<file path="config.mk">
export PLATFORM = sky130hd
export DESIGN_NAME = tlv_reply_mask_extractor_core_flat
export DESIGN_NICKNAME = d
export VERILOG_FILES = /design/src/sv/tlvrme_pkg.sv /design/src/sv/tlvrme_msg_if.sv /design/src/sv/tlvrme_rsp_if.sv /design/src/sv/tlv_reply_mask_extractor_core.sv /design/src/flat_wrapper.sv
export SDC_FILE = /design/constraint.sdc
export NUM_CORES = 1
export LEC_CHECK = 0
export ABC_AREA = 1
export BUFFER_PORTS_ARGS = -buffer_cell sky130_fd_sc_hd__buf_2
export CORE_ASPECT_RATIO = 1.1
export CORE_MARGIN = 2
export CORE_UTILIZATION = 55
export CTS_CLUSTER_DIAMETER = 60
export CTS_CLUSTER_SIZE = 12
export DETAILED_ROUTE_END_ITERATION = 8
export PLACE_DENSITY_LB_ADDON = 0.15
export SYNTH_ARGS = -nofsm -noshare
export SYNTH_HDL_FRONTEND = slang
export SYNTH_SLANG_ARGS = --single-unit
</file>
<file path="constraint.sdc">
create_clock -name clk -period 15.5 [get_ports clk]
set_input_delay 3.1 -clock clk [delete_from_list [all_inputs] [get_ports clk]]
set_output_delay 3.1 -clock clk [all_outputs]
set_load 0.03 [all_outputs]
</file>
<file path="src/sv/tlvrme_pkg.sv">
`default_nettype none
package tlvrme_pkg;

  // Largest message kept; later bytes are dropped
  localparam int unsigned MaxReply = 2048;
  localparam int unsigned CountW   = $clog2(MaxReply + 1);

  localparam int unsigned IdxW  = 2;
  localparam int unsigned CfgW  = 16;
  localparam int unsigned MaskW = 64;

  // Configuration register indexes
  localparam logic [IdxW-1:0] CFG_EXPECTED_MSG_ID = 2'd0;
  localparam logic [IdxW-1:0] CFG_WRITE_MODE      = 2'd1;
  localparam logic [IdxW-1:0] CFG_MASK_TYPE       = 2'd2;

  // Header layout and fixed values
  localparam logic [2:0] HdrPosFlags   = 3'd0;
  localparam logic [2:0] HdrPosTxnLo   = 3'd1;
  localparam logic [2:0] HdrPosTxnHi   = 3'd2;
  localparam logic [2:0] HdrPosIdLo    = 3'd3;
  localparam logic [2:0] HdrPosIdHi    = 3'd4;
  localparam logic [2:0] HdrPosLenLo   = 3'd5;
  localparam logic [7:0] HdrFlags      = 8'd2;
  localparam logic [7:0] HdrTxnLo      = 8'd1;
  localparam logic [7:0] HdrTxnHi      = 8'd0;
  localparam int unsigned HeaderLen    = 7;

  localparam logic [7:0]  ResultType    = 8'd2;
  localparam logic [15:0] ResultSize    = 16'd4;
  localparam logic [15:0] MaskSize      = 16'd8;

  typedef enum logic [1:0] {
    ST_ACCEPTED = 2'd0,
    ST_IGNORED  = 2'd1,
    ST_FAILED   = 2'd2
  } status_t;

  typedef struct packed {
    status_t          status;
    logic [MaskW-1:0] band_mask;
    logic             mask_found;
  } rsp_t;

endpackage
`default_nettype wire

</file>
<file path="src/sv/tlvrme_msg_if.sv">
`default_nettype none
interface tlvrme_msg_if;
  logic       valid;
  logic       ready;
  logic [7:0] data_byte;
  logic       last_byte;

  modport source (output valid, output data_byte, output last_byte, input ready);
  modport sink   (input valid, input data_byte, input last_byte, output ready);
endinterface
`default_nettype wire

</file>
<file path="src/sv/tlvrme_rsp_if.sv">
`default_nettype none
interface tlvrme_rsp_if;
  logic        valid;
  logic        ready;
  logic [1:0]  status;
  logic [63:0] band_mask;
  logic        mask_found;

  modport source (output valid, output status, output band_mask, output mask_found,
                  input ready);
  modport sink   (input valid, input status, input band_mask, input mask_found,
                  output ready);
endinterface
`default_nettype wire

</file>
<file path="src/sv/tlv_reply_mask_extractor_core.sv">
`default_nettype none
// Reply parser: takes a reply message one byte per transfer on msg (last_byte
// marks the final byte) and gives one transfer on result per message, at its
// final byte: status 0 accepted, 1 ignored (short message or foreign header),
// 2 failed; band_mask/mask_found carry the captured 8-byte mask TLV only on an
// accepted read-mode reply. The block takes one byte every cycle while
// msg.ready is high. A byte goes into an input register, is parsed in the
// following cycle, and its result (if any) sits in a two-entry result
// buffer: result valid rises once the parsed final byte moves from the input
// register into that buffer. msg.ready drops only while both result slots
// are held (or about to be) by untaken results; non-final bytes never produce
// results, so a stalled result side stops input only after two messages.
// Bytes past MaxReply are dropped. Configuration is written through cfg_we /
// cfg_index / cfg_data and must only change between messages.
module tlv_reply_mask_extractor_core
  import tlvrme_pkg::*;
(
  input  wire logic            clk,
  input  wire logic            rst,
  tlvrme_msg_if.sink           msg,
  tlvrme_rsp_if.source         result,
  input  wire logic            cfg_we,
  input  wire logic [IdxW-1:0] cfg_index,
  input  wire logic [CfgW-1:0] cfg_data
);

  typedef enum logic [2:0] {
    PH_HEADER  = 3'd0,
    PH_TYPE    = 3'd1,
    PH_SIZE_LO = 3'd2,
    PH_SIZE_HI = 3'd3,
    PH_PAYLOAD = 3'd4
  } phase_t;

  typedef enum logic [1:0] {
    RES_NONE = 2'd0,
    RES_OK   = 2'd1,
    RES_BAD  = 2'd2
  } res_t;

  localparam logic [CountW-1:0] MaxCount = CountW'(MaxReply);
  localparam logic [CountW-1:0] MinCount = CountW'(HeaderLen);

  // Configuration registers
  logic [15:0] expected_msg_id;
  logic        write_mode;
  logic [7:0]  mask_type;

  always_ff @(posedge clk) begin
    if (rst) begin
      expected_msg_id <= 16'd52;
      write_mode      <= 1'b0;
      mask_type       <= 8'd21;
    end else if (cfg_we) begin
      case (cfg_index)
        CFG_EXPECTED_MSG_ID: expected_msg_id <= cfg_data;
        CFG_WRITE_MODE:      write_mode      <= cfg_data[0];
        CFG_MASK_TYPE:       mask_type       <= cfg_data[7:0];
        default: ;
      endcase
    end
  end

  // Input register
  logic       s1_valid;
  logic [7:0] s1_byte;
  logic       s1_last;

  // Result buffer: head drives the port, tail is the skid slot
  rsp_t       head;
  rsp_t       tail;
  logic [1:0] count;
  logic       pop;
  logic       push;
  logic [1:0] occ;
  rsp_t       new_rsp;

  assign pop  = (count != 2'd0) && result.ready;
  assign push = s1_valid && s1_last;
  assign occ  = count + {1'b0, push};
  // A byte taken now may be a final byte that needs a slot once it leaves the input register
  assign msg.ready = pop ? (occ <= 2'd2) : (occ <= 2'd1);

  always_ff @(posedge clk) begin
    if (rst) begin
      s1_valid <= 1'b0;
    end else begin
      s1_valid <= msg.valid && msg.ready;
    end
    s1_byte <= msg.data_byte;
    s1_last <= msg.last_byte;
  end

  // Parser state
  logic [CountW-1:0] byte_count, byte_count_next;
  logic [16:0]       declared_total, declared_total_next;
  logic              header_mismatch, header_mismatch_next;
  phase_t            parse_phase, parse_phase_next;
  logic [7:0]        current_type, current_type_next;
  logic [15:0]       bytes_left, bytes_left_next;
  logic [3:0]        payload_index, payload_index_next;
  res_t              result_state, result_state_next;
  logic [MaskW-1:0]  mask_shift, mask_shift_next;
  logic              mask_seen, mask_seen_next;
  logic              failed, failed_next;
  logic              capturing, capturing_next;
  logic [15:0]       size_full;
  status_t           status;

  always_comb begin
    byte_count_next      = byte_count;
    declared_total_next  = declared_total;
    header_mismatch_next = header_mismatch;
    parse_phase_next     = parse_phase;
    current_type_next    = current_type;
    bytes_left_next      = bytes_left;
    payload_index_next   = payload_index;
    result_state_next    = result_state;
    mask_shift_next      = mask_shift;
    mask_seen_next       = mask_seen;
    failed_next          = failed;
    capturing_next       = capturing;
    size_full            = {s1_byte, bytes_left[7:0]};

    if (byte_count < MaxCount) begin
      byte_count_next = byte_count + 1'b1;
      if (parse_phase == PH_HEADER) begin
        // header phase only ever sees positions 0..6
        case (byte_count[2:0])
          HdrPosFlags: if (s1_byte != HdrFlags) header_mismatch_next = 1'b1;
          HdrPosTxnLo: if (s1_byte != HdrTxnLo) header_mismatch_next = 1'b1;
          HdrPosTxnHi: if (s1_byte != HdrTxnHi) header_mismatch_next = 1'b1;
          HdrPosIdLo:  if (s1_byte != expected_msg_id[7:0]) header_mismatch_next = 1'b1;
          HdrPosIdHi:  if (s1_byte != expected_msg_id[15:8]) header_mismatch_next = 1'b1;
          HdrPosLenLo: declared_total_next = {9'd0, s1_byte};
          default: begin
            declared_total_next = {1'b0, s1_byte, declared_total[7:0]} + 17'(HeaderLen);
            parse_phase_next    = PH_TYPE;
          end
        endcase
      end else if (!failed && !header_mismatch) begin
        case (parse_phase)
          PH_TYPE: begin
            current_type_next = s1_byte;
            parse_phase_next  = PH_SIZE_LO;
          end
          PH_SIZE_LO: begin
            bytes_left_next  = {8'd0, s1_byte};
            parse_phase_next = PH_SIZE_HI;
          end
          PH_SIZE_HI: begin
            bytes_left_next = size_full;
            capturing_next  = 1'b0;
            if (current_type == ResultType) begin
              if (size_full != ResultSize) failed_next = 1'b1;
              else result_state_next = RES_OK;
            end
            if (!write_mode && current_type == mask_type) begin
              if (size_full != MaskSize || mask_seen) begin
                failed_next = 1'b1;
              end else begin
                mask_seen_next  = 1'b1;
                capturing_next  = 1'b1;
                mask_shift_next = '0;
              end
            end
            payload_index_next = 4'd0;
            parse_phase_next   = (size_full == 16'd0) ? PH_TYPE : PH_PAYLOAD;
          end
          default: begin
            if (current_type == ResultType && s1_byte != 8'd0) result_state_next = RES_BAD;
            if (capturing && !payload_index[3]) begin
              for (int k = 0; k < 8; k++) begin
                if (payload_index[2:0] == 3'(k)) begin
                  mask_shift_next[8*k +: 8] = mask_shift[8*k +: 8] | s1_byte;
                end
              end
            end
            if (payload_index != 4'hF) payload_index_next = payload_index + 1'b1;
            bytes_left_next = bytes_left - 1'b1;
            if (bytes_left_next == 16'd0) begin
              parse_phase_next = PH_TYPE;
              capturing_next   = 1'b0;
            end
          end
        endcase
      end
    end

    // Verdict at the final byte
    if (byte_count_next < MinCount || header_mismatch_next) begin
      status = ST_IGNORED;
    end else if ({{(17-CountW){1'b0}}, byte_count_next} != declared_total_next ||
                 failed_next || parse_phase_next != PH_TYPE) begin
      status = ST_FAILED;
    end else if (result_state_next != RES_OK || (!write_mode && !mask_seen_next)) begin
      status = ST_FAILED;
    end else begin
      status = ST_ACCEPTED;
    end

    new_rsp.status = status;
    if (status == ST_ACCEPTED && !write_mode && mask_seen_next) begin
      new_rsp.band_mask  = mask_shift_next;
      new_rsp.mask_found = 1'b1;
    end else begin
      new_rsp.band_mask  = '0;
      new_rsp.mask_found = 1'b0;
    end
  end

  always_ff @(posedge clk) begin
    if (rst || (s1_valid && s1_last)) begin
      byte_count      <= '0;
      declared_total  <= '0;
      header_mismatch <= 1'b0;
      parse_phase     <= PH_HEADER;
      current_type    <= '0;
      bytes_left      <= '0;
      payload_index   <= '0;
      result_state    <= RES_NONE;
      mask_shift      <= '0;
      mask_seen       <= 1'b0;
      failed          <= 1'b0;
      capturing       <= 1'b0;
    end else if (s1_valid) begin
      byte_count      <= byte_count_next;
      declared_total  <= declared_total_next;
      header_mismatch <= header_mismatch_next;
      parse_phase     <= parse_phase_next;
      current_type    <= current_type_next;
      bytes_left      <= bytes_left_next;
      payload_index   <= payload_index_next;
      result_state    <= result_state_next;
      mask_shift      <= mask_shift_next;
      mask_seen       <= mask_seen_next;
      failed          <= failed_next;
      capturing       <= capturing_next;
    end
  end

  // Result buffer update
  always_ff @(posedge clk) begin
    if (rst) begin
      count <= 2'd0;
    end else begin
      if (push && pop) begin
        if (count == 2'd1) begin
          head <= new_rsp;
        end else begin
          head <= tail;
          tail <= new_rsp;
        end
      end else if (pop) begin
        head  <= tail;
        count <= count - 1'b1;
      end else if (push) begin
        if (count == 2'd0) head <= new_rsp;
        else tail <= new_rsp;
        count <= count + 1'b1;
      end
    end
  end

  assign result.valid      = (count != 2'd0);
  assign result.status     = head.status;
  assign result.band_mask  = head.band_mask;
  assign result.mask_found = head.mask_found;

  // Checks
  a_no_overflow: assert property (@(posedge clk) disable iff (rst)
    push |-> (count != 2'd2) || pop)
    else $error("result buffer overflow");

  a_count_range: assert property (@(posedge clk) disable iff (rst)
    count != 2'd3)
    else $error("result buffer count out of range");

  a_mask_only_accepted: assert property (@(posedge clk) disable iff (rst)
    result.valid && result.status != ST_ACCEPTED |-> !result.mask_found &&
      result.band_mask == '0)
    else $error("mask reported on a non-accepted reply");

  a_clear_after_last: assert property (@(posedge clk) disable iff (rst)
    s1_valid && s1_last |=> byte_count == '0 && parse_phase == PH_HEADER)
    else $error("parser not cleared after final byte");

endmodule
`default_nettype wire
</file>
<file path="src/flat_wrapper.sv">
// flat-port wrapper written by rule: the top's interface ports become plain ports
module tlv_reply_mask_extractor_core_flat import tlvrme_pkg::*;
  (clk, rst, cfg_we, cfg_index, cfg_data, msg_valid, msg_data_byte, msg_last_byte, msg_ready, result_valid, result_status, result_band_mask, result_mask_found, result_ready);
  tlvrme_msg_if msg_i ();
  tlvrme_rsp_if result_i ();
  input  wire logic clk;
  input  wire logic rst;
  input  wire logic cfg_we;
  input  wire logic [IdxW-1:0] cfg_index;
  input  wire logic [CfgW-1:0] cfg_data;
  input wire logic [$bits(msg_i.valid)-1:0] msg_valid;
  input wire logic [$bits(msg_i.data_byte)-1:0] msg_data_byte;
  input wire logic [$bits(msg_i.last_byte)-1:0] msg_last_byte;
  output wire logic [$bits(msg_i.ready)-1:0] msg_ready;
  output wire logic [$bits(result_i.valid)-1:0] result_valid;
  output wire logic [$bits(result_i.status)-1:0] result_status;
  output wire logic [$bits(result_i.band_mask)-1:0] result_band_mask;
  output wire logic [$bits(result_i.mask_found)-1:0] result_mask_found;
  input wire logic [$bits(result_i.ready)-1:0] result_ready;
  assign msg_i.valid = msg_valid;
  assign msg_i.data_byte = msg_data_byte;
  assign msg_i.last_byte = msg_last_byte;
  assign msg_ready = msg_i.ready;
  assign result_valid = result_i.valid;
  assign result_status = result_i.status;
  assign result_band_mask = result_i.band_mask;
  assign result_mask_found = result_i.mask_found;
  assign result_i.ready = result_ready;
  tlv_reply_mask_extractor_core u_core (.clk(clk), .rst(rst), .msg(msg_i), .result(result_i), .cfg_we(cfg_we), .cfg_index(cfg_index), .cfg_data(cfg_data));
endmodule
</file>
==> reports/qor.txt <==
# fillers -> 2,659
Post-synthesis sequential area ratio -> 46.08%
Max Slew Vio Count -> 0
Post-synthesis net count -> 2,219
CTS buffer count -> 30
Avg Synthesized Cell Area -> 7.374 µm²
WL/cell -> 16.46 µm
WP data required -> 12.40 ns
# hold bufs at CTS -> 0
Final setup TNS -> 0 ns
Register area -> 7368 µm²
Crit Path Class -> input port to output port
Setup crit start kind -> input port
Final Hold Slack -> 0.4593 ns
Number of core rows -> 65
Final ANT Viol Nets -> 0
Worst Min Path Start -> u_core.expected_msg_id[2]$_SDFFE_PP1P_
Reg clk slew, reported paths -> 0.06 ns
Overflow after GRT -> 0
GRT Resource Usage Total -> 27.61%
Routed vias -> 14,640
Reg2reg end -> u_core.result.mask_found$_DFFE_PP_
Worst stage delay on the critical path -> 0.23 ns
Synth area leaders -> edfxtp_1 (25%), dfxtp_1 (21%), nand2_1 (10%)
Post-layout util -> 61.08%
Io pins -> 101
Hold path depth -> 2
Die area -> 30,450 µm²
Async SR Flop Fraction -> 0%
HPWL Detailed -> 26.99 mm
Area leader, netlist -> edfxtp_1
Post-synth top area share -> 25.17%
Max-cap viol count -> 0
First-pass GRT wire length -> 69.41 mm
Core Area -> 28,630 µm²
Routed wire length -> 42.59 mm
Die width -> 166.6 µm
Vias in the first global route -> 13,980
Initial antenna violation count -> 0
Main synth FF type -> dfxtp_1
RSZ-0062 raised after global routing -> no
Clock Skew -> 0.009912 ns
Hold Vio Cnt, Final -> 0
Skew-Pair Late Insertion Delay -> 0.56 ns
Pwr Density -> 122.9 nW/µm²
Number of library cell types mapped by synthesis -> 44
CP cell instances -> buf_2 -> nand2_1 -> o21ai_0 -> buf_2
FF-to-FF path depth -> 18
Cell area after synthesis -> 15,990 µm²
P&R area growth vs syn -> 9.369%
Synth Register Bits -> 301
Synth cell count leaders -> nand2_1 (447), inv_1 (307), nor2_1 (237)
FMAX -> 145.2 MHz
EDFF count, synth -> 134
Post-Place Setup Slack -> 8.599 ns
ANT cells -> 0
Final setup violation count -> 0
Critical Path Start -> result_ready
CTS resizes -> 0
Hold crit path type -> register to register
Port Buffers -> 100
Root buf cell -> clkbuf_16
Layout cell share with drive strength beyond 1 -> 8.833%
Die Height -> 182.8 µm
Synth warn -> 0
Most frequent CP cell -> buf_2
Post-route DRC violation count -> 0
R2R Setup Slk -> 10.87 ns
Final net count -> 2,248
Fin crit share -> 44.43%
Crit-path slowest cell -> o21ai_0
Final Critical Period -> 6.887 ns
Drt via density -> 5.657
RR Startpoint -> u_core.byte_count[0]$_SDFFE_PP0P_
Kind of end point of the critical path -> output port
Leakage -> 7.625 nW
Mapped Cells -> 2,168
Post-CTS setup buffer count -> 0
Top-count cell post-synth -> nand2_1
Endpoint, Worst Hold -> u_core.expected_msg_id[2]$_SDFFE_PP1P_
Critical Path AT -> 3.79 ns
DRT iter0 DRCs -> 1,321
Routability cong. -> 0.9236
Final Power -> 2.148 mW
Worst Path Max Fanout -> 5
Status -> completed
Worst vdd ir -> 0.08895 mV
Relative slew slack -> 31.58%
Detailed Routing Iterations Pass 1 -> 5
Initial Util -> 55.84%
CTS tree -> done
Clock Path Buffers -> 3
Clock Sinks -> 301
Setup WS post-layout -> 8.613 ns
Slew of the pin with the lowest slew margin -> 1.026 ns
Multi-input gate area -> 6945 µm²
H-Tree Depth -> 1
Largest net degree at the start of global routing -> 106
==> kinds of logic (layout without fill, tap and decap cells) <==
logic type / count (synthesis) / after routing / share of synthesized area (%)
buffers and inverters: 438 / 489 / 10.77
xor gates and xnor gates: 20 / 20 / 1.096
DFF: 301 / 301 / 46.08
adders and majority gates: 19 / 19 / 1.487
and+or+nand+nor: 949 / 949 / 25.47
AOI/OAI and AO/OA: 441 / 441 / 15.10
==> metal layers <==
metal	part of all wire, %	wire (µm)	vias to the layer above	GRT usage, %
met4	3.8	1622	0	11.83
met3	6.3	2664	99	3.259
met2	49	20700	524	48.60
met1	41	17600	6797	34.43
li1	-	-	7215	-
met5	0	0	-	0
==> through the flow <==
| step | instances | cell area (µm²) |
|---|---|---|
| after floorplan | 2168 | 15990 |
| after global placement | 2533 | 16590 |
| after detailed placement | 2533 | 16590 |
| after CTS | 2587 | 17480 |
| after global routing | 2587 | 17480 |
| final | 2587 | 17480 |
==> critical path: cells and delay by family <==
kind / cells / cell delay (ns)
AO/OA/AOI/OAI: 1 / 0.23
AND/OR/NAND/NOR: 1 / 0.15
buffers and inverters: 2 / 0.30
==> layout by cell type, fill, tap and decap left out, drive strengths merged <==
cell	instances
nand2	448
inv	317
nor2	256
a21oi	182
dfxtp	167
o21ai	165
nand3	141
edfxtp	134
buf	115
nand4	80
clkbuf	50
o22ai	29
o211ai	21
ha	19
nor3	17
xor2	15
a31oi	10
a211oi	7
o21bai	7
clkinv	7
a22oi	6
a221oi	6
xnor2	5
nand3b	4
a32o	2
a21boi	2
and3	1
and2	1
a32oi	1
o221ai	1
a2111oi	1
o21a	1
nor3b	1
==> final cells by class <==
type,instances,area share [%]
clock buffer,50,4.959
clock inverter,4,0.1574
inverter,320,6.877
multi-input combinational,1429,39.72
sequential,301,42.14
tap,368,2.633
timing repair buffer,115,3.507
==> how the worst max path moves through the flow <==
stage / end / slack [ns]
global placement: msg_ready / 8.60
CTS: msg_ready / 8.60
finish: msg_ready / 8.61
detailed placement: msg_ready / 8.60
global route: msg_ready / 8.50
floorplan: u_core.tail[0]$_DFFE_PP_ / 0.006
==> registers in the layout, summed over array words and instances, names as in the netlist, 2 cells and up <==
signal	cells
u_core.payload_index	4
u_core.parse_phase	3
u_core.s1_byte	8
u_core.byte_count	12
u_core.mask_shift	64
u_core.count	2
u_core.result.status	2
u_core.expected_msg_id	16
u_core.result_state	2
u_core.mask_type	8
u_core.declared_total	17
u_core.tail	67
u_core.bytes_left	16
u_core.current_type	8
u_core.result.band_mask	64
==> power breakdown <==
group | internal (mW) | switching [mW] | leakage (nW) | total [mW]
sequential | 0.913 | 0.0369 | 2.50 | 0.950
combinational | 0.149 | 0.366 | 4.70 | 0.515
clock | 0.379 | 0.304 | 0.433 | 0.683
Power figures use the tool's default switching activity.
